## src/rtl/hbf_pkg.sv

```systemverilog
`default_nettype none
// ----------------------------------------------------------------------------
// hbf_pkg
// types and constants shared by the harmonic bond force block
// ----------------------------------------------------------------------------
package hbf_pkg;

   localparam int K_FRAC = 8;

   // bond as it travels from the front to the back part
   typedef struct packed {
      logic signed [33:0] dx;
      logic signed [33:0] dy;
      logic signed [33:0] dz;
      logic [30:0]        rest_length;
      logic [31:0]        spring_constant;
      logic               start_sum;
   } bond_type;

   // result item
   typedef struct packed {
      logic signed [47:0] force_x;
      logic signed [47:0] force_y;
      logic signed [47:0] force_z;
      logic [47:0]        bond_energy;
      logic [62:0]        energy_total;
      logic               zero_length;
   } result_type;

   typedef enum logic [2:0] {
      ST_IDLE,
      ST_SQRT,
      ST_ENERGY,
      ST_DIV,
      ST_DONE
   } back_state_type;

   typedef enum logic [1:0] {
      FR_IDLE,
      FR_WRAP,
      FR_PUSH
   } front_state_type;

endpackage
`default_nettype wire

```

## src/rtl/hbf_queue.sv

```systemverilog
`default_nettype none
// ----------------------------------------------------------------------------
// hbf_queue
// two entry queue between front and back
// ----------------------------------------------------------------------------
module hbf_queue (
   input  wire logic              clock,
   input  wire logic              reset,
   input  wire logic              in_valid,
   output logic                   in_ready,
   input  wire hbf_pkg::bond_type in_bond,
   output logic                   out_valid,
   input  wire logic              out_ready,
   output hbf_pkg::bond_type      out_bond
);

   hbf_pkg::bond_type mem_ff [2];
   logic              wp_ff, rp_ff;
   logic [1:0]        cnt_ff;
   logic              push, pop;

   assign in_ready  = (cnt_ff != 2'd2);
   assign out_valid = (cnt_ff != 2'd0);
   assign push      = in_valid && in_ready;
   assign pop       = out_valid && out_ready;
   assign out_bond  = mem_ff[rp_ff];

   always_ff @(posedge clock) begin
      if (reset) begin
         wp_ff  <= 1'b0;
         rp_ff  <= 1'b0;
         cnt_ff <= '0;
      end else begin
         if (push) wp_ff <= ~wp_ff;
         if (pop)  rp_ff <= ~rp_ff;
         cnt_ff <= cnt_ff + {1'b0, push} - {1'b0, pop};
      end
      if (push) mem_ff[wp_ff] <= in_bond;
   end

endmodule
`default_nettype wire

```

## config.mk

```make
export PLATFORM = sky130hd
export DESIGN_NAME = hbf_queue
export DESIGN_NICKNAME = d
export VERILOG_FILES = /design/src/rtl/hbf_pkg.sv /design/src/rtl/hbf_queue.sv
export SDC_FILE = /design/constraint.sdc
export NUM_CORES = 1
export LEC_CHECK = 0
export BUFFER_PORTS_ARGS = -buffer_cell sky130_fd_sc_hd__buf_4
export CORE_ASPECT_RATIO = 1.2
export CORE_MARGIN = 2
export CORE_UTILIZATION = 35
export DETAILED_ROUTE_END_ITERATION = 16
export GPL_TIMING_DRIVEN = 0
export MAX_ROUTING_LAYER = met4
export PLACE_DENSITY = 0.63
export SYNTH_ARGS = -nofsm -noshare
export SYNTH_HDL_FRONTEND = slang
export SYNTH_SLANG_ARGS = --single-unit
```

## constraint.sdc

```tcl
create_clock -name clock -period 24 [get_ports clock]
set_input_delay 2.4 -clock clock [delete_from_list [all_inputs] [get_ports clock]]
set_output_delay 2.4 -clock clock [all_outputs]
set_load 0.01 [all_outputs]
```

* Word-level counts from Yosys, hierarchy flattened *
Memories as Yosys holds them, arrays and structs flattened. A register that Yosys moved wholly into a read port is not among the register bits.
Index checks and enable logic that the tools add are counted.

word-level totals
  ROM bits = 0
  RAM bits = 332
  logic and storage cells = 16
  memories kept = 1
  bits in latches = 0
  bits of input ports = 170
  bits in registers = 4

cells by class
  shifts and indexed selects = 0
  bitwise gates (word level) = 2
  equal/unequal tests = 1
  reduce and logical (&&, ||, !) cells = 3
  add/subtract/negate cells = 2
  divide/modulo/power cells = 0
  multiplexer cells = 4
  magnitude comparators = 0
  multiply operators = 0

memories
  name    words  width  read ports  clocked after Yosys merged registers in  wr ports  RTL line         RTL
  mem_ff  2      166    1           1                                        1         hbf_queue.sv:17  hbf_pkg::bond_type mem_ff [2];

operator list
  kind                                         number
  1-bit 2-to-1 mux                             4
  2-bit by 1-bit adder with 2-bit output       1
  1-bit logical AND                            2
  2-bit != test (second input constant)        1
  1-bit NOT                                    2
  2-bit nonzero test                           1
  2-bit by 1-bit subtractor with 2-bit output  1

* Depth between registers and ports, before layout *
Gate-level depths: netlist of run 1.

  depth in word-level cells = 4
  gate-level depth with buffers = 8
  mapped depth without buffers = 8

* Worst setup path after synthesis of run 1 *
Ideal clock, no wire load.

  kind = input -> register
  start = input in_valid
  end = memory mem_ff[0][0] (netlist name) (enable)
  data arrival time = 9.374 ns
  cell stages on the path = 2
  slack = 13.932 ns
  required time = 23.306 ns
  buffers on the path = 0
  cells stage by stage = nand2_1 -> nor2_1

between the ends
  cells in the longest elaborated chain, start to end = 3

RTL lines
  element                                 RTL line         RTL
  from (decl)                             hbf_queue.sv:9   input wire logic in_valid,
  1-bit logical AND                       hbf_queue.sv:24  assign push = in_valid && in_ready;
  1-bit 2-to-1 mux                        hbf_queue.sv:38  if (push) mem_ff[wp_ff] <= in_bond;
  1-bit 2-to-1 mux (implied by the code)  hbf_queue.sv:38
  to (decl)                               hbf_queue.sv:17

Every way passes these cells.

==> results.md, run 1 <==
* Drt pass-1 iters at 4
* Synthesized area per cell at 22.7 um2
* Worst Path Arrival at 1.98 ns
* Width of the chip at 175 um
* Routed wire length at 25600 um
* Sequential share of the synthesized area at 0.822
* CTS tree: yes
* Cells after Synth at 540
* Setup crit end kind: output port
* Routed WL per cell at 18.2 um
* Antenna violations before repair at 1
* Clock transition at the registers of the reported paths at 0.06 ns
* Syn nets at 712
* GRT Util Overall at 0.142
* Crit path time final at 4.38 ns
* Die area at 0.0365 mm2
* CTS buffer count at 35
* Setup TNS Final at 0 ns
* Unique masters post-synth at 17
* Type of origin of the critical path: register
* Worst VDD drop at 0.0623 mV
* Final setup vio count at 0
* Final Hold Fails at 0
* Ys Warns at 0
* I/O Buffers at 337
* Starting Density at 0.353
* Via density at 4.48
* DRT antenna net count at 0
* Syn Std Cell Area at 0.0122 mm2
* Clock skew at 0.0155 ns
* Layout Nets at 1094
* Clock Latency Late Sink at 0.51 ns
* DR iter-0 viols at 345
* Post-CTS Setup Bufs at 0
* Register area at 0.0101 mm2
* Total number of vias at 6301
* HP Class: register to register
* Post-CTS sizing at 0
* Max-slew violation count at 0
* Leak at 6.15 nW
* Std-Cell Rows at 75
* Worst-path fanout max at 10
* Clock tree buffer depth at 3
* Num Clock Sinks at 337
* Multi-input logic area at 0.00201 mm2
* Area Overhead vs Synth at 35.7%
* I/O Pins at 338
* Worst Path Required at 21.60 ns
* RSZ-0062 raised after global routing: no
* Htree depth at 2
* Tcrit/Tclk final at 0.182
* Die Y at 209 um
* Util after Layout at 0.479
* Commonest non-fill, non-tap cell in the layout: buf_4
* WS Path Type: register to output port
* Post-DP HPWL at 17700 um
* Final GP Congestion at 0.723
* Layout cells sized above 1 at 0.612
* Fillers at 3019
* CTS Root Cell: clkbuf_16
* Most frequent cells in the layout: buf_4 (339), edfxtp_1 (332), mux2_2 (167)
* Pwr Density at 103 mW/mm2
* FF+latch count, synth at 337
* Hold-fix buffers, CTS at 0
* Number of global-route vias before repair at 6814
* Slew @ Worst Pin at 0.881 ns
* Slew margin rel. at 0.413
* MaxCap Viol Count at 0
* CORE AREA at 0.0347 mm2
* Largest net degree at the start of global routing at 58
* First-pass GRT wire length at 38300 um
* Remaining DRCs at 0
* Result of the run: completed
* F_max at 228 MHz
* GRT Residual Overflow at 0
==> sequential cells by signal, summed over array words and instances (netlist names), named ones only <==
register	flops
wp_ff	1
mem_ff	332
cnt_ff	2
rp_ff	1
==> through the flow <==
step                      power (mW)  std cells  hold WS (ns)  worst slack, ns  instance area [um2]
after detailed placement        1.23       1347         0.505            19.57                15600
after global placement          1.25       1339         0.505             9.20                15400
final                           1.72       1406         0.513            19.62                16600
after floorplan                 1.02        540         0.481            13.93                12200
after global routing            1.80       1406         0.552            19.51                16600
after CTS                       1.75       1405         0.522            19.53                16600
==> kinds of logic after synthesis <==
family / synth area share
AO/OA/AOI/OAI: 0.000613
XOR/XNOR: 0.00215
adder cells (fa/ha/maj): 0.00204
buffers and inverters: 0.0152
flip-flops: 0.822
multiplexers: 0.154
AND/OR/NAND/NOR: 0.00439
==> metal layers <==
| metal | vias to the layer above | part of all wire | track usage |
|---|---|---|---|
| li1 | 2907 | - | - |
| met1 | 3093 | 0.36 | 0.153 |
| met2 | 246 | 0.52 | 0.242 |
| met3 | 55 | 0.085 | 0.0486 |
| met4 | 0 | 0.034 | 0.0560 |
| met5 | - | 0 | - |
==> cells in the mapped netlist, drive strengths merged <==
master / n / area share
ha: 2 / 0.0020
inv: 1 / 0.00031
o21a: 1 / 0.00061
dfxtp: 5 / 0.0082
nand2: 1 / 0.00031
edfxtp: 332 / 0.81
and3: 1 / 0.00051
nor2: 5 / 0.0015
nor2b: 2 / 0.0010
or2: 1 / 0.00051
buf: 18 / 0.015
nand2b: 1 / 0.00051
xnor2: 2 / 0.0014
mux2: 167 / 0.15
xor2: 1 / 0.00072
==> path summary, 6_finish.rpt <==
| check | start | endpoint | slack [ns] | cells after the start |
|---|---|---|---|---|
| worst max register to register | cnt_ff[0] | mem_ff[0][125] | 21.57 | 7 |
| worst min register to register | rp_ff | rp_ff | 0.51 | 2 |
| worst min-delay path | rp_ff | rp_ff | 0.51 | 2 |
| worst max-delay path | register | out_bond[113] | 19.62 | 4 |
==> worst max-delay path, cell delays in order, from the launching register on <==
cell and delay, ns:
dfxtp_1 0.42, buf_4 0.31, buf_6 0.22, mux2_2 0.36
buf_4 0.15
==> power breakdown <==
| group | internal [mW] | switching, mW | total [mW] |
|---|---|---|---|
| logic | 0.240 | 0.216 | 0.456 |
| clock network | 0.301 | 0.209 | 0.511 |
| registers | 0.738 | 0.0158 | 0.754 |
==> layout make-up <==
type                            instances  area share
Sequential cell                       337       0.606
Clock buffer                           46      0.0577
Inverter                                1    0.000226
Tap cell                              462      0.0348
Timing Repair Buffer                  345       0.163
Antenna cell                            1    0.000151
Buffer                                 18      0.0110
Clock inverter                         12     0.00647
Multi-Input combinational cell        184       0.121
Power figures use the tool's default switching activity.
==> inputs of run 2 (changes only) <==
==> constraint.sdc (replaced) <==
create_clock -name clock -period 4.4 [get_ports clock]
set_input_delay 0.44 -clock clock [delete_from_list [all_inputs] [get_ports clock]]
set_output_delay 0.44 -clock clock [all_outputs]
set_load 0.01 [all_outputs]
==> results.md, run 2 (same netlist as run 1, synthesis figures left out) <==
* Tcrit/Tclk final at 0.532
* Type of origin of the critical path: register
* F_max at 427 MHz
* Power, Total at 9.58 mW
* Total number of vias at 6327
* Sw Ratio at 0.252
* Std-Cell Rows at 75
* Setup crit end kind: register
* CORE AREA at 0.0347 mm2
* Die Y at 209 um
* Largest regs: mem_ff (332), cnt_ff (2)
* Drt pass-1 iters at 4
* GRT Util Overall at 0.140
* Worst VDD drop at 0.379 mV
* Layout Nets at 1095
* Slew margin rel. at 0.454
* I/O Pins at 338
* Crit path time final at 2.34 ns
* Clock Latency Late Sink at 0.51 ns
* CTS buffer count at 35
* Max-slew violation count at 0
* Final Hold Fails at 0
* MaxCap Viol Count at 0
* Routed wire length at 25900 um
* Comb pwr share at 0.261
* HP Class: primary input to register
* Worst Path Arrival at 2.54 ns
* WS Path Type: register to register
* Worst-path fanout max at 23
* Final GP Congestion at 0.729
* Num Clock Sinks at 337
* Remaining DRCs at 0
* Largest register by flop count: mem_ff
* Final setup margin at 2.06 ns
* Most frequent cells in the layout: buf_4 (339), edfxtp_1 (332), mux2_2 (167)
* Pwr Density at 572 mW/mm2
* Area Overhead vs Synth at 36.8%
* Post-CTS sizing at 0
* Placed cell count at 1348
* Routed WL per cell at 18.3 um
* Hold-fix buffers, CTS at 0
* I/O Buffers at 337
* Width of the chip at 175 um
* Starting Density at 0.353
* RSZ-0062 raised after global routing: no
* Via density at 4.48
* Slew @ Worst Pin at 0.819 ns
* Pre-CTS setup slack at 2.00 ns
* P_int at 7.17 mW
* Number of global-route vias before repair at 6711
* GRT Residual Overflow at 0
* Leak at 6.20 nW
* Final std cells w/o fill at 1413
* Clock tree buffer depth at 3
* Util after Layout at 0.483
* Layout cells sized above 1 at 0.615
* Clock transition at the registers of the reported paths at 0.06 ns
* Result of the run: completed
* First-pass GRT wire length at 37800 um
* Largest register FFs at 332
* Htree depth at 2
* Largest net degree at the start of global routing at 60
* NetSw at 2.42 mW
* Die area at 0.0365 mm2
* DRT antenna net count at 0
* Post-DP HPWL at 17800 um
* DR iter-0 viols at 275
* Antenna violations before repair at 4
* CTS tree: yes
* Clock network fraction of design power at 0.310
* Sequential share of power at 0.429
* CTS Root Cell: clkbuf_16
* Final setup vio count at 0
* Commonest non-fill, non-tap cell in the layout: buf_4
* Worst Path Required at 4.61 ns
* Post-CTS Setup Bufs at 0
* Clock skew at 0.0130 ns
-- run 2: cell types whose count changed in the layout (fill, tap and decap cells not counted) --
cell and delta:
buf_16 +2, bufinv_16 +3, clkinv_4 -1, clkinvlp_4 +1, clkbuf_1 -3, buf_12 -1, clkinv_1 +2, clkinv_2 +1
diode_2 +3
-- run 2: final cells by class --
type	count	area, um2
repair buffers	346	2750
plain buffers	18	183
well taps	462	578
inverters	1	3.75
diodes	4	10.0
clock buffers	43	948
flip-flops and latches	337	10100
multi-input cells	184	2010
clock inverters	18	209
fillers	3018	18000
-- run 2: worst max-delay path, stage by stage, from the launching register on --
cell and delay [ns]:
dfxtp_1 0.36, nand2b_1 0.17, nand2_1 0.14, nor2_4 0.49, buf_12 0.27, buf_12 0.21
buf_16 0.19, buf_16 0.18
-- run 2: power groups by stage --
stage               registers (mW)  clock network (mW)  logic [mW]
finish                        4.11                2.97        2.50
global route                  4.15                3.17        2.68
CTS                           4.12                3.07        2.57
detailed placement            4.18                   0        2.56
global placement              4.23                   0        2.45
floorplan                     4.19                   0        1.30
-- run 2: metrics by stage --
stage,hold slack (ns),cell area [um2],setup TNS (ns)
global route,0.0812,16800,0
CTS,0.0796,16700,0
detailed placement,0.509,15600,0
global placement,0.494,15400,-129.12
finish,0.112,16800,0
floorplan,0.481,12300,0
-- run 2: final timing paths --
check | from | end | slack, ns | cells after the start
max | cnt_ff[0] | mem_ff[0][126] | 2.06 | 7
min | in_bond[16] | mem_ff[0][16] | 0.11 | 1
max reg2reg | cnt_ff[0] | mem_ff[0][126] | 2.06 | 7
min reg2reg | rp_ff | rp_ff | 0.53 | 2
-- run 2: routing by layer --
layer,track usage,up-vias,routed length [um]
met5,-,-,0
met4,0.0606,0,911
met3,0.0453,53,1990
met2,0.242,229,13600
met1,0.147,3119,9470
li1,-,2926,-
