<file path="config.mk">
export PLATFORM = sky130hd
export DESIGN_NAME = hbf_front
export DESIGN_NICKNAME = d
export VERILOG_FILES = /design/src/rtl/hbf_pkg.sv /design/src/rtl/hbf_front.sv
export SDC_FILE = /design/constraint.sdc
export NUM_CORES = 1
export LEC_CHECK = 0
export ABC_AREA = 1
export BUFFER_PORTS_ARGS = -buffer_cell sky130_fd_sc_hd__clkbuf_2
export CORE_MARGIN = 1
export CORE_UTILIZATION = 30
export CTS_CLUSTER_SIZE = 12
export DETAILED_ROUTE_END_ITERATION = 7
export PLACE_DENSITY = 0.58
export SYNTH_ARGS = -nofsm -noshare
export SYNTH_HDL_FRONTEND = slang
export SYNTH_SLANG_ARGS = --single-unit
</file>
<file path="constraint.sdc">
create_clock -name clock -period 6.1 [get_ports clock]
set_input_delay 0.305 -clock clock [delete_from_list [all_inputs] [get_ports clock]]
set_output_delay 0.305 -clock clock [all_outputs]
set_load 0.01 [all_outputs]
</file>
<file path="src/rtl/hbf_pkg.sv">
`default_nettype none
// ----------------------------------------------------------------------------
// hbf_pkg
// types and constants shared by the harmonic bond force block
// ----------------------------------------------------------------------------
package hbf_pkg;

   localparam int K_FRAC = 8;

   // bond as it travels from the front to the back part
   typedef struct packed {
      logic signed [33:0] dx;
      logic signed [33:0] dy;
      logic signed [33:0] dz;
      logic [30:0]        rest_length;
      logic [31:0]        spring_constant;
      logic               start_sum;
   } bond_type;

   // result item
   typedef struct packed {
      logic signed [47:0] force_x;
      logic signed [47:0] force_y;
      logic signed [47:0] force_z;
      logic [47:0]        bond_energy;
      logic [62:0]        energy_total;
      logic               zero_length;
   } result_type;

   typedef enum logic [2:0] {
      ST_IDLE,
      ST_SQRT,
      ST_ENERGY,
      ST_DIV,
      ST_DONE
   } back_state_type;

   typedef enum logic [1:0] {
      FR_IDLE,
      FR_WRAP,
      FR_PUSH
   } front_state_type;

endpackage
`default_nettype wire

</file>
<file path="src/rtl/hbf_front.sv">
`default_nettype none
// ----------------------------------------------------------------------------
// hbf_front
// forms the separation per axis and wraps it by the minimum image rule
// ----------------------------------------------------------------------------
module hbf_front (
   input  wire logic              clock,
   input  wire logic              reset,
   input  wire logic              in_valid,
   output logic                   in_ready,
   input  wire logic [31:0]       first_x,
   input  wire logic [31:0]       first_y,
   input  wire logic [31:0]       first_z,
   input  wire logic [31:0]       second_x,
   input  wire logic [31:0]       second_y,
   input  wire logic [31:0]       second_z,
   input  wire logic [30:0]       rest_length,
   input  wire logic [31:0]       spring_constant,
   input  wire logic              start_sum,
   input  wire logic [30:0]       box_x,
   input  wire logic [30:0]       box_y,
   input  wire logic [30:0]       box_z,
   output logic                   out_valid,
   input  wire logic              out_ready,
   output hbf_pkg::bond_type      out_bond
);

   hbf_pkg::front_state_type state_ff, state_in;
   hbf_pkg::bond_type        bond_ff, bond_in;
   logic [1:0]               axis_ff, axis_in;
   logic [5:0]               wstep_ff, wstep_in;   // 0 setup, 1..34 remainder bits, 35 store
   logic [33:0]              mag_ff, mag_in;
   logic                     tneg_ff, tneg_in;
   logic [30:0]              rem_ff, rem_in;

   logic signed [33:0] dsel, wrapped;
   logic [30:0]        len, mres;
   logic [34:0]        t;
   logic [31:0]        rtry;

   // shifted separation t = delta + l/2, reduced mod l one bit per cycle
   // on its magnitude, then folded back for negative t
   always_comb begin
      unique case (axis_ff)
         2'd0:    begin dsel = bond_ff.dx; len = box_x; end
         2'd1:    begin dsel = bond_ff.dy; len = box_y; end
         default: begin dsel = bond_ff.dz; len = box_z; end
      endcase
      t       = {dsel[33], dsel} + {5'd0, len[30:1]};
      rtry    = {rem_ff, mag_ff[33]};
      mres    = (tneg_ff && rem_ff != '0) ? (len - rem_ff) : rem_ff;
      wrapped = {3'b000, mres} - {4'b0000, len[30:1]};
   end

   always_comb begin
      state_in = state_ff;
      axis_in  = axis_ff;
      wstep_in = wstep_ff;
      unique case (state_ff)
         hbf_pkg::FR_IDLE: begin
            if (in_valid) begin
               state_in = hbf_pkg::FR_WRAP;
               axis_in  = '0;
               wstep_in = '0;
            end
         end
         hbf_pkg::FR_WRAP: begin
            if ((wstep_ff == 6'd0 && len == '0) || wstep_ff == 6'd35) begin
               if (axis_ff == 2'd2) state_in = hbf_pkg::FR_PUSH;
               axis_in  = axis_ff + 2'd1;
               wstep_in = '0;
            end else begin
               wstep_in = wstep_ff + 6'd1;
            end
         end
         hbf_pkg::FR_PUSH: if (out_ready) state_in = hbf_pkg::FR_IDLE;
         default:          state_in = hbf_pkg::FR_IDLE;
      endcase
   end

   always_comb begin
      bond_in = bond_ff;
      mag_in  = mag_ff;
      tneg_in = tneg_ff;
      rem_in  = rem_ff;
      if (state_ff == hbf_pkg::FR_IDLE) begin
         bond_in.dx = 34'(signed'(second_x)) - 34'(signed'(first_x));
         bond_in.dy = 34'(signed'(second_y)) - 34'(signed'(first_y));
         bond_in.dz = 34'(signed'(second_z)) - 34'(signed'(first_z));
         bond_in.rest_length     = rest_length;
         bond_in.spring_constant = spring_constant;
         bond_in.start_sum       = start_sum;
      end else if (state_ff == hbf_pkg::FR_WRAP) begin
         if (wstep_ff == 6'd0) begin
            mag_in  = t[34] ? 34'(-t) : t[33:0];
            tneg_in = t[34];
            rem_in  = '0;
         end else if (wstep_ff == 6'd35) begin
            unique case (axis_ff)
               2'd0:    bond_in.dx = wrapped;
               2'd1:    bond_in.dy = wrapped;
               default: bond_in.dz = wrapped;
            endcase
         end else begin
            mag_in = {mag_ff[32:0], 1'b0};
            if (rtry >= {1'b0, len}) rem_in = 31'(rtry - {1'b0, len});
            else                     rem_in = rtry[30:0];
         end
      end
   end

   always_ff @(posedge clock) begin
      if (reset) begin
         state_ff <= hbf_pkg::FR_IDLE;
         axis_ff  <= '0;
         wstep_ff <= '0;
      end else begin
         state_ff <= state_in;
         axis_ff  <= axis_in;
         wstep_ff <= wstep_in;
      end
      bond_ff <= bond_in;
      mag_ff  <= mag_in;
      tneg_ff <= tneg_in;
      rem_ff  <= rem_in;
   end

   assign in_ready  = (state_ff == hbf_pkg::FR_IDLE);
   assign out_valid = (state_ff == hbf_pkg::FR_PUSH);
   assign out_bond  = bond_ff;

endmodule
`default_nettype wire

</file>
# == Yosys cells after proc, flatten, opt, wreduce, memory -nomap -nowiden ==
# Index checks and enable logic that the tools add are counted.
# classes
bitwise_logic,1
add_sub_neg,10
n_mux,26
shift,0
magnitude_cmp,1
div,0
reduce_logical,21
multipliers,0
eq_ne,12
# op_table
cell,count
102-bit two-way mux,4
34-bit two-way mux,6
32-bit by 32-bit subtractor with 33-bit output,3
31-bit two-way mux,3
34-bit case mux with 2 select lines,1
31-bit case mux with 2 select lines,1
31-bit subtractor,2
34-bit by 31-bit adder with 35-bit output,1
34-bit negation,1
32-bit by 31-bit >= comparator with 1-bit output,1
31-bit by 30-bit subtractor with 32-bit output,1
31-bit logical NOT,1
31-bit nonzero test,1
4-bit AND reduction,4
2-bit two-way mux,6
6-bit two-way mux,2
6-bit case mux with 2 select lines,1
"2-bit inequality test, second input constant",5
3-bit AND reduction,3
2-bit nonzero test,4
"6-bit by 1-bit adder with 6-bit output, second input constant",1
"6-bit equality test, second input constant",1
6-bit logical NOT,1
2-bit case mux with 3 select lines,1
other kinds (11),16
# word_totals
latch_bits,0
wordCells,83
register_bits,242
out_inout_bits,168
input_bits,353
mem_bits_ro,0
memories,0
ramBits,0

# == Longest topological paths before layout ==
# logic_depth
depth_word,10
ltp_mapped,35
mapped_depth_nobuf,33

# == Worst setup path before layout ==
# No wires, ideal clock.
# synth_path
kind,flip-flop to flip-flop
from,register axis_ff[0]
to,"register bond_ff, in the netlist out_bond[96] (data pin)"
setup_ns,0.268
setup_slack_ns,1.158
arrival_ns,4.674
n_path_buf,2
path_stages_with_launch,33
t_required_ns,5.832
period_less_slack_ns,4.942
cell_sequence,dfxtp_1 inv_1 ha_1 nor2_1 clkbuf_1 buf_1 a21oi_1 inv_1 ha_1 a21oi_1 o21ai_0 nor2_1 o21bai_1 a21boi_0 inv_1 nand2_1 nand2_1 nand2_1 nand2_1 xnor2_1 a21oi_1 ha_1 nand2_1 nor4_1 nand3_1 nand3_1 nand2_1 nand2_1 nand2_1 o211ai_1 nand2_1 nand4_1 o21ai_0
# synth_lines
element,line,source
from (decl),hbf_front.sv:30,"logic [1:0] axis_ff, axis_in;"
from (signal assigned),hbf_front.sv:119,axis_ff <= axis_in;
to (signal assigned),hbf_front.sv:122,bond_ff <= bond_in;
to (decl),hbf_front.sv:29,"hbf_pkg::bond_type bond_ff, bond_in;"

==> metrics.txt <==
status finished, violations left; failing checks design-rule violations; initial antenna violation count 6; Worst-path clk slew 0.07 ns; die width 288 um; Cell Area, Synth 24500 um^2; kind of end point of the critical path flop; clk buf depth 3; TritonCTS buffer count 31; Layout fillers 8672; critical hold path startpoint in_valid; Hold Crit Class input pin to flop; complex-gate fraction of the synthesized area 19.5%; synthesis-to-finish area growth 23.8%; final wirelength 111000 um; power share of the clock group 12.3%; flop2flop setup slack 0.47 ns; Worst EP arrival 5.96 ns; Switching Fraction 54.3%; Starting Density 30.4%; RSZ-0062 raised after global routing no; clk sinks 239; Gate Count Post-Synth 3596; final net count 4789; die height 288 um; combinational share of power 66.8%; Max Cap Violations 0; drt wl/cell 20.9 um; DRT antenna net count 0; io pins 521; post-synthesis async set-or-reset flop share 0%; pin count of the biggest net entering global routing 143; Skew-Pair Late Insertion Delay 0.62 ns; fraction of synthesized area in multiplexers 0%; Max Fclk 178 MHz; crit path max fanout 22; Tightest Pin Transition 0.987 ns; Max-slew headroom 34.2%; crit path launch type flop; dpl cells 5162; CP max stage delay 0.37 ns; P_int 0.00707 W; final count of pins violating max slew 0; CTS tree yes; top_reg_cell synth edfxtp_1; H-Tree Depth 1; Net Switching 0.00839 W; vias per cell 5.09; worst r2r src axis_ff[1]; CP Launch Point axis_ff[1]; Crit-path slowest cell ha_1; vias in the first global route 25900; first-pass GRT wire length 161000 um; critical path buffer and inverter count 4; number of cell rows 104; clk_skew 0.0182 ns; gr ovfl total 0; 1st-pass router iterations 7; multi-input logic area 15000 um^2; dpl hpwl 92400 um; Cell Count, Final, Fillers Out 5287; Fin. Hold Viols 0; Synthesis Warnings 0; Setup TNS 0 ns; endpoints failing setup 0; post-synthesis sequential area ratio 28.8%; Seq cells post-synth 239; share of power burned in registers 20.9%; post-layout min period 5.63 ns; Final Wtd Congestion 0.997; GRT Overall Usage 25.9%; core area 80800 um^2; post-CTS setup buffer count 0; Max VDD drop 0.285 mV; Leak 15.4 nW; critical path class flop to flop; largest family of logic cells by synthesized area simple AND/OR/NAND/NOR gates; number of flops mapped to enable cells by yosys 229; routed vias 26900; Post-Synth Adder-Cell Area 12.2%; PwrDens 509 nW/um^2; I/O Buffers 520; Die ar. 83000 um^2; share of layout cells above drive strength 1 16.3%; most used cell, CP nand2_1; Distinct cells, synth 53; Crit path max-delay family simple AND/OR/NAND/NOR gates; Iteration-0 DRC Markers 2186; Synth Area per Inst 6.83 um^2; Root Buffer clkbuf_16; # DRC 52; post-synth net total 4184; Final period util 92.3%; Post-Synth XOR/XNOR Area 3.57%; Seq. cell area 7080 um^2; WP data required 6.43 ns; Synth Area in Simple Gates 25.5%
[logic make-up (layout without fill, tap and decap cells)]
family / after synthesis / in the layout
adder cells (fa/ha/maj): 235 / 235
AND/OR/NAND/NOR: 1488 / 1488
flip-flops: 239 / 239
other: 0 / 2
buffers and inverters: 675 / 1304
XOR/XNOR: 98 / 98
AO/OA/AOI/OAI: 861 / 861
[per-layer routing]
layer  part of all wire (%)  wire, um  vias up  GRT usage [%]
met3                    7.7      8490      170           4.09
met5                  0.053        59        -              0
met1                     43     47400    12400           33.9
li1                       -         -    13200              -
met2                     46     50900     1086           43.0
met4                    3.5      3880        8           8.53
[layout make-up]
type                       instances  area share, %
multi-input combinational       2682           49.4
tap                             1060           4.36
clock inverter                    24          0.778
timing repair buffer             636           12.1
clock buffer                      33           2.58
sequential                       239           23.3
inverter                         611           7.55
antenna                            2         0.0165
[power by group through the flow]
stage | registers, W | logic (W) | clock network [W]
detailed placement | 0.00325 | 0.0101 | 0
CTS | 0.00322 | 0.0102 | 0.00193
global route | 0.00328 | 0.0114 | 0.00198
finish | 0.00324 | 0.0103 | 0.00190
floorplan | 0.00319 | 0.00648 | 0
global placement | 0.00325 | 0.0101 | 0
[tightest hold or removal path: stages]
cell      delay (ns)
clkbuf_2        0.07
nand2_1         0.08
inv_1           0.08
o21ai_1         0.08
inv_1           0.05
[cells in the mapped netlist, drive strengths merged, types with 6 or more instances]
master / count / area, um^2
a21o: 29 / 218
o21a: 27 / 203
o21ai: 306 / 1540
inv: 609 / 2290
nor2: 305 / 1200
a22o: 33 / 289
a21boi: 8 / 60.1
dfxtp: 10 / 200
xor2: 41 / 378
fa: 7 / 140
a31oi: 30 / 188
and2: 13 / 81.3
nand2: 882 / 3340
clkbuf: 43 / 161
or2: 7 / 43.8
nor4: 24 / 150
a21oi: 376 / 1880
edfxtp: 229 / 6880
o31ai: 6 / 45.0
o21bai: 15 / 113
nor3: 34 / 175
ha: 228 / 2850
a221oi: 6 / 52.6
o211ai: 16 / 120
nand3: 172 / 931
xnor2: 57 / 499
buf: 21 / 104
nand3b: 10 / 75.1
nand4: 37 / 238
[metrics by stage]
step | instance area (um^2) | total power, W | utilization (%) | hold slack (ns) | worst slack [ns]
3_5_place_dp | 28700 | 0.0133 | 35.5 | 0.481 | 0.308
6_report | 30400 | 0.0155 | 37.6 | 0.0920 | 0.470
3_3_place_gp | 28700 | 0.0133 | 35.5 | 0.472 | 0.480
2_1_floorplan | 24500 | 0.00967 | - | 0.374 | 1.16
5_1_grt | 30400 | 0.0167 | 37.6 | 0.127 | 0.0327
4_1_cts | 30400 | 0.0153 | 37.6 | 0.0663 | 0.269
[state kept, by name, indices dropped and copies added, names as in the netlist]
register / cells
wstep_ff: 6
tneg_ff: 1
out_bond: 163
rem_ff: 31
mag_ff: 34
state_ff: 2
axis_ff: 2
[repair_timing]
action                     4_1_cts  5_1_grt
gates resized for setup          0        5
hold buffers                    66        0
setup endpoints to repair        0       13
hold endpoints to repair        66        0
[cells in the final DEF (no fill, tap or decap), types with 23 or more instances in the layout]
cell / n
a22o_1: 33
xnor2_1: 57
a21oi_1: 373
clkbuf_16: 31
nand4_1: 36
o21ai_0: 295
o21a_1: 27
nand2_1: 873
ha_1: 226
buf_4: 48
nand3_1: 161
nor3_1: 32
clkbuf_2: 520
nor4_1: 23
a21o_1: 29
edfxtp_1: 229
a31oi_1: 30
inv_1: 596
dlygate4sd3_1: 66
nor2_1: 290
xor2_1: 40
[worst paths after layout]
kind	endpoint	cells after the start
setup / recovery	out_bond[96]	31
hold / removal	state_ff[0]	5
setup reg to reg	out_bond[96]	31
hold reg to reg	wstep_ff[1]	2
Power figures use the tool's default switching activity.
